===== config.mk =====
export PLATFORM = sky130hd
export DESIGN_NAME = aie_cell
export DESIGN_NICKNAME = d
export VERILOG_FILES = /design/src/rtl/assert_macros.svh /design/src/rtl/aie_pkg.sv /design/src/rtl/aie_cell.sv
export SDC_FILE = /design/constraint.sdc
export NUM_CORES = 1
export LEC_CHECK = 0
export ABC_AREA = 0
export BUFFER_PORTS_ARGS = -buffer_cell sky130_fd_sc_hd__buf_2
export CORE_UTILIZATION = 34
export DETAILED_ROUTE_END_ITERATION = 7
export MAX_ROUTING_LAYER = met4
export PLACE_DENSITY_LB_ADDON = 0.12
export REMOVE_ABC_BUFFERS = 1
export SLEW_MARGIN = 20
export SYNTH_ARGS = -nofsm -noshare
export SYNTH_HDL_FRONTEND = slang
export SYNTH_SLANG_ARGS = --single-unit

===== constraint.sdc =====
create_clock -name clock -period 7.19 [get_ports clock]
set_input_delay 0.3595 -clock clock [delete_from_list [all_inputs] [get_ports clock]]
set_output_delay 0.3595 -clock clock [all_outputs]
set_load 0.01 [all_outputs]

===== src/rtl/assert_macros.svh =====
// Assertion helpers for the RTL, included by argsort_index_engine.sv.
`ifndef ASSERT_MACROS_SVH
`define ASSERT_MACROS_SVH

// Condition must hold in the same cycle as the trigger.
`define ASSERT_IMPLIES(label, clk, rst, trig, cond) \
   label: assert property (@(posedge clk) disable iff (rst) (trig) |-> (cond)) \
      else $error("assertion failed");

// Condition must hold in the cycle after the trigger.
`define ASSERT_NEXT(label, clk, rst, trig, cond) \
   label: assert property (@(posedge clk) disable iff (rst) (trig) |=> (cond)) \
      else $error("assertion failed");

`endif


===== src/rtl/aie_pkg.sv =====
package aie_pkg;

   localparam int MAX_ELEMENTS_DEF = 64;
   localparam int VALUE_BITS_DEF   = 32;
   localparam int SAMPLE_BITS      = 32;
   localparam int POS_BITS         = 6;

   typedef struct packed {
      logic signed [SAMPLE_BITS-1:0] sample_value;
      logic                          final_item;
   } req_type;

   typedef struct packed {
      logic [POS_BITS-1:0]           original_position;
      logic signed [SAMPLE_BITS-1:0] ranked_value;
      logic                          final_result;
      logic                          overflow_seen;
   } rsp_type;

   typedef enum logic [1:0] {
      OP_HOLD,
      OP_LOAD,
      OP_SORT,
      OP_EMIT
   } chain_op_type;

   typedef struct packed {
      chain_op_type op;
      logic         phase;
      logic         ascending;
   } chain_ctl_type;

   typedef enum logic [1:0] {
      ST_LOAD,
      ST_SORT,
      ST_EMIT
   } state_type;

endpackage


===== src/rtl/aie_cell.sv =====
module aie_cell #(
   parameter int VALUE_BITS = aie_pkg::VALUE_BITS_DEF,
   parameter bit ODD_SLOT   = 1'b0
) (
   input  logic                           clock,
   input  logic                           reset,
   input  aie_pkg::chain_ctl_type         ctl,
   input  logic                           left_valid,
   input  logic signed [VALUE_BITS-1:0]   left_value,
   input  logic [aie_pkg::POS_BITS-1:0]   left_pos,
   input  logic                           left_swap,
   input  logic                           right_valid,
   input  logic signed [VALUE_BITS-1:0]   right_value,
   input  logic [aie_pkg::POS_BITS-1:0]   right_pos,
   output logic                           cell_valid,
   output logic signed [VALUE_BITS-1:0]   cell_value,
   output logic [aie_pkg::POS_BITS-1:0]   cell_pos,
   output logic                           swap_right
);

   logic                         valid_ff, valid_in;
   logic signed [VALUE_BITS-1:0] value_ff, value_in;
   logic [aie_pkg::POS_BITS-1:0] pos_ff, pos_in;
   logic                         right_first;
   logic                         take_left, take_right;

   // Arrival position breaks ties, which keeps the order stable.
   always_comb begin
      if (ctl.ascending) begin
         right_first = (right_value < value_ff) ||
                       ((right_value == value_ff) && (right_pos < pos_ff));
      end else begin
         right_first = (right_value > value_ff) ||
                       ((right_value == value_ff) && (right_pos < pos_ff));
      end
   end

   assign swap_right = right_valid && valid_ff && right_first;

   always_comb begin
      take_left  = 1'b0;
      take_right = 1'b0;
      case (ctl.op)
         aie_pkg::OP_LOAD: take_left = 1'b1;
         aie_pkg::OP_EMIT: take_right = 1'b1;
         aie_pkg::OP_SORT: begin
            // Left member of the pair this phase: look right, else look left.
            if (ctl.phase == ODD_SLOT) begin
               take_right = swap_right;
            end else begin
               take_left = left_swap;
            end
         end
         default: ;
      endcase
   end

   always_comb begin
      valid_in = valid_ff;
      value_in = value_ff;
      pos_in   = pos_ff;
      if (take_left) begin
         valid_in = left_valid;
         value_in = left_value;
         pos_in   = left_pos;
      end else if (take_right) begin
         valid_in = right_valid;
         value_in = right_value;
         pos_in   = right_pos;
      end
   end

   always_ff @(posedge clock) begin
      if (reset) begin
         valid_ff <= 1'b0;
      end else begin
         valid_ff <= valid_in;
      end
   end

   always_ff @(posedge clock) begin
      value_ff <= value_in;
      pos_ff   <= pos_in;
   end

   assign cell_valid = valid_ff;
   assign cell_value = value_ff;
   assign cell_pos   = pos_ff;

endmodule


==> results_tabular.tex <==
\begin{tabular}{lr}
\hline
Metric & Value \\
\hline
\multicolumn{2}{l}{\textbf{STA}} \\
Achievable frequency & 270 MHz \\
Setup total negative slack & 0 ps \\
Setup Viol. Count Final & 0 \\
Clock period minus final worst setup slack & 3710 ps \\
Final Hold Vio Count & 0 \\
Max Slew Vio Count & 0 \\
Final clock skew & 5.84 ps \\
Setup repair after global routing missed its margin & no \\
Worst max-slew margin expressed relative to the limit & 0.652 \\
Final cycle utilization of the critical path & 0.515 \\
Slack of the critical path & 3480 ps \\
Actual slew at the worst max-slew pin & 509 ps \\
Hold Worst Slack & 211 ps \\
\multicolumn{2}{l}{\textbf{Setup path}} \\
Required time at the worst-slack endpoint & 7130 ps \\
Data arrival time at the worst-slack endpoint & 3650 ps \\
Crit. End Element & register \\
Worst Setup Start Kind & register \\
Critical path class & register to register \\
Origin of the critical flop-to-flop path & cell\_value[15]\$\_DFFE\_PP\_ \\
Launching instance or port of the critical path & cell\_value[15]\$\_DFFE\_PP\_ \\
Critical path peak fanout & 31 \\
\multicolumn{2}{l}{\textbf{Place}} \\
Worst slack after detailed placement & 3350 ps \\
HPWL after DPL & 4.96 mm \\
Routability cong. & 0.785 \\
Count of input and output buffers & 124 \\
\multicolumn{2}{l}{\textbf{Synth}} \\
Sequential share of the synthesized area & 0.427 \\
Fraction of synthesis flops using an asynchronous set or reset pin & 0 \\
Number of distinct standard cells referenced by the synthesized netlist & 33 \\
Post-synthesis instance area & 2720 um2 \\
Predominant post-synthesis flop cell & edfxtp\_1 \\
Synthesized area divided by synthesized cell count & 11.5 um2 \\
Number of synthesized register bits & 39 \\
Number of synthesized flops with an enable pin & 38 \\
Synthesis Warnings & 0 \\
Post-synthesis cell count & 237 \\
\multicolumn{2}{l}{\textbf{Cells and area}} \\
Commonest cells after routing, fill and taps aside & 124 x buf\_2, 40 x inv\_1, 40 x ha\_1, 38 x mux2\_2, 38 x edfxtp\_1 \\
Layout cells sized above 1 & 0.480 \\
Antenna diodes & 0 \\
Synth-to-Final Area Change & 31.1\% \\
Most common cell after layout, fill and taps aside & buf\_2 \\
Layout Nets & 491 \\
Final design utilization & 0.461 \\
\multicolumn{2}{l}{\textbf{CTS}} \\
Clk Latency, worst-skew pair & 290 ps \\
CTS tree & done \\
Worst-path clk slew & 80 ps \\
Post-CTS Setup Inserts & 0 \\
Buffer depth of the longest clock path & 2 \\
Clock H-tree levels & 2 \\
Count of hold-fix buffers inserted at cts & 0 \\
TritonCTS Buffers & 5 \\
Post-cts gate resize count & 0 \\
Cell chosen for the clock root & clkbuf\_8 \\
Sink Count & 39 \\
\multicolumn{2}{l}{\textbf{GRT}} \\
Initial antenna violation count & 0 \\
Overall routing resource usage & 0.158 \\
Most used routing layer & met2 \\
Overflow left after global routing & 0 \\
Vias in the first global route & 2175 \\
Largest net degree at the start of global routing & 36 \\
Met3 usage & 0.0369 \\
Global routing met2 resource utilization & 0.253 \\
GR met1 Demand/Resource & 0.202 \\
Wire length of the first global-routing pass & 10.1 mm \\
\multicolumn{2}{l}{\textbf{Die}} \\
Vert. Die Dim & 91.4 um \\
Overall die area & 8350 um2 \\
Number of placement rows & 32 \\
I/O pin total & 125 \\
Die Wd & 91.4 um \\
Core region area & 7730 um2 \\
Initial standard-cell utilization of the core & 0.352 \\
\multicolumn{2}{l}{\textbf{Route}} \\
Number of antenna-violating nets in the routed design & 0 \\
Drt via density & 4.72 \\
Total Wirelength & 6.12 mm \\
Remaining DRCs & 0 \\
Routed len/inst & 13.0 um \\
Pre-antenna DRT Iters & 4 \\
Violation count after the first detailed-route iteration & 76 \\
Number of vias in the routed layout & 2215 \\
\multicolumn{2}{l}{\textbf{Hold path}} \\
Min-delay src & reset \\
Kind of path behind the tightest hold check & primary input to register \\
\multicolumn{2}{l}{\textbf{Outcome}} \\
Status & finished, final reports clean \\
\multicolumn{2}{l}{\textbf{Power and ir drop}} \\
Overall power consumption & 0.584 mW \\
Leakage dissipation & 1.72 nW \\
Cell Pwr Density & 164 nW/um2 \\
Worst vdd rail ir drop & 0.0000695 V \\
\multicolumn{2}{l}{\textbf{Job}} \\
Max-capacitance violation count & 0 \\
\hline
\end{tabular}
stage by stage:
step	std cells	cell area, um2
floorplan	233	2700
global placement	461	3480
detailed placement	461	3480
CTS	469	3560
global route	469	3560
finish	469	3560
worst max-delay path, cell delays in order (launching register included):
cell and delay [ps]:
edfxtp_1 360, inv_1 50, ha_1 290, nand4_1 140, or4_1 590, nor3_4 180
a31oi_1 120, or4_1 490, o211a_2 180, o31ai_4 440, buf_4 470
report_power, final:
| group | internal [mW] | switching, mW |
|---|---|---|
| sequential | 0.274 | 0.00851 |
| clock | 0.0682 | 0.0766 |
| combinational | 0.0756 | 0.0807 |
| total | 0.418 | 0.166 |
Yosys cell counts, types with 2 or more instances:
cell / count / area share
edfxtp_1: 38 / 0.42
mux2_2: 38 / 0.16
nand2_1: 10 / 0.014
o211ai_1: 2 / 0.0055
a31oi_1: 3 / 0.0069
nand2b_1: 2 / 0.0046
o21a_1: 3 / 0.0083
ha_1: 40 / 0.18
inv_1: 40 / 0.055
nor3_1: 2 / 0.0037
clkbuf_1: 4 / 0.0055
a21oi_1: 17 / 0.031
o21ai_0: 3 / 0.0055
a21o_1: 2 / 0.0055
nand4_1: 7 / 0.016
or4_1: 2 / 0.0055
nor2_1: 6 / 0.0083
o31ai_1: 2 / 0.0055
nand3_1: 2 / 0.0037
layer usage:
layer	part of all wire	routed length, um	vias to the layer above
met1	0.46	2800	1017
met2	0.47	2870	69
li1	-	-	1123
met3	0.063	386	6
met4	0.010	62	0
met5	0	0	-
registers in the layout, summed over array words and instances, names as in the netlist:
| signal | count |
|---|---|
| cell_valid | 1 |
| cell_value | 32 |
| cell_pos | 6 |
cells by family after synthesis:
logic type      synth area share
simple gates              0.0802
fa+ha+maj                  0.184
compound gates            0.0861
flops                      0.427
buf+inv                   0.0608
mux                        0.161
area by class of cell:
type / count / area (um2)
inverter: 40 / 150
sequential: 39 / 1160
fill: 787 / 4170
clock inverter: 1 / 5.00
timing repair buffer: 126 / 636
tap: 102 / 128
clock buffer: 7 / 76.3
multi-input combinational: 154 / 1410
path summary, 6_finish.rpt:
path	endpoint	slack, ps	cells past startpoint
max	cell_value[21]$_DFFE_PP_	3480	10
max reg2reg	cell_value[21]$_DFFE_PP_	3480	10
min	cell_valid$_SDFFE_PP0P_	210	2
min reg2reg	cell_valid$_SDFFE_PP0P_	680	4
(Power assumes the default switching activity.)
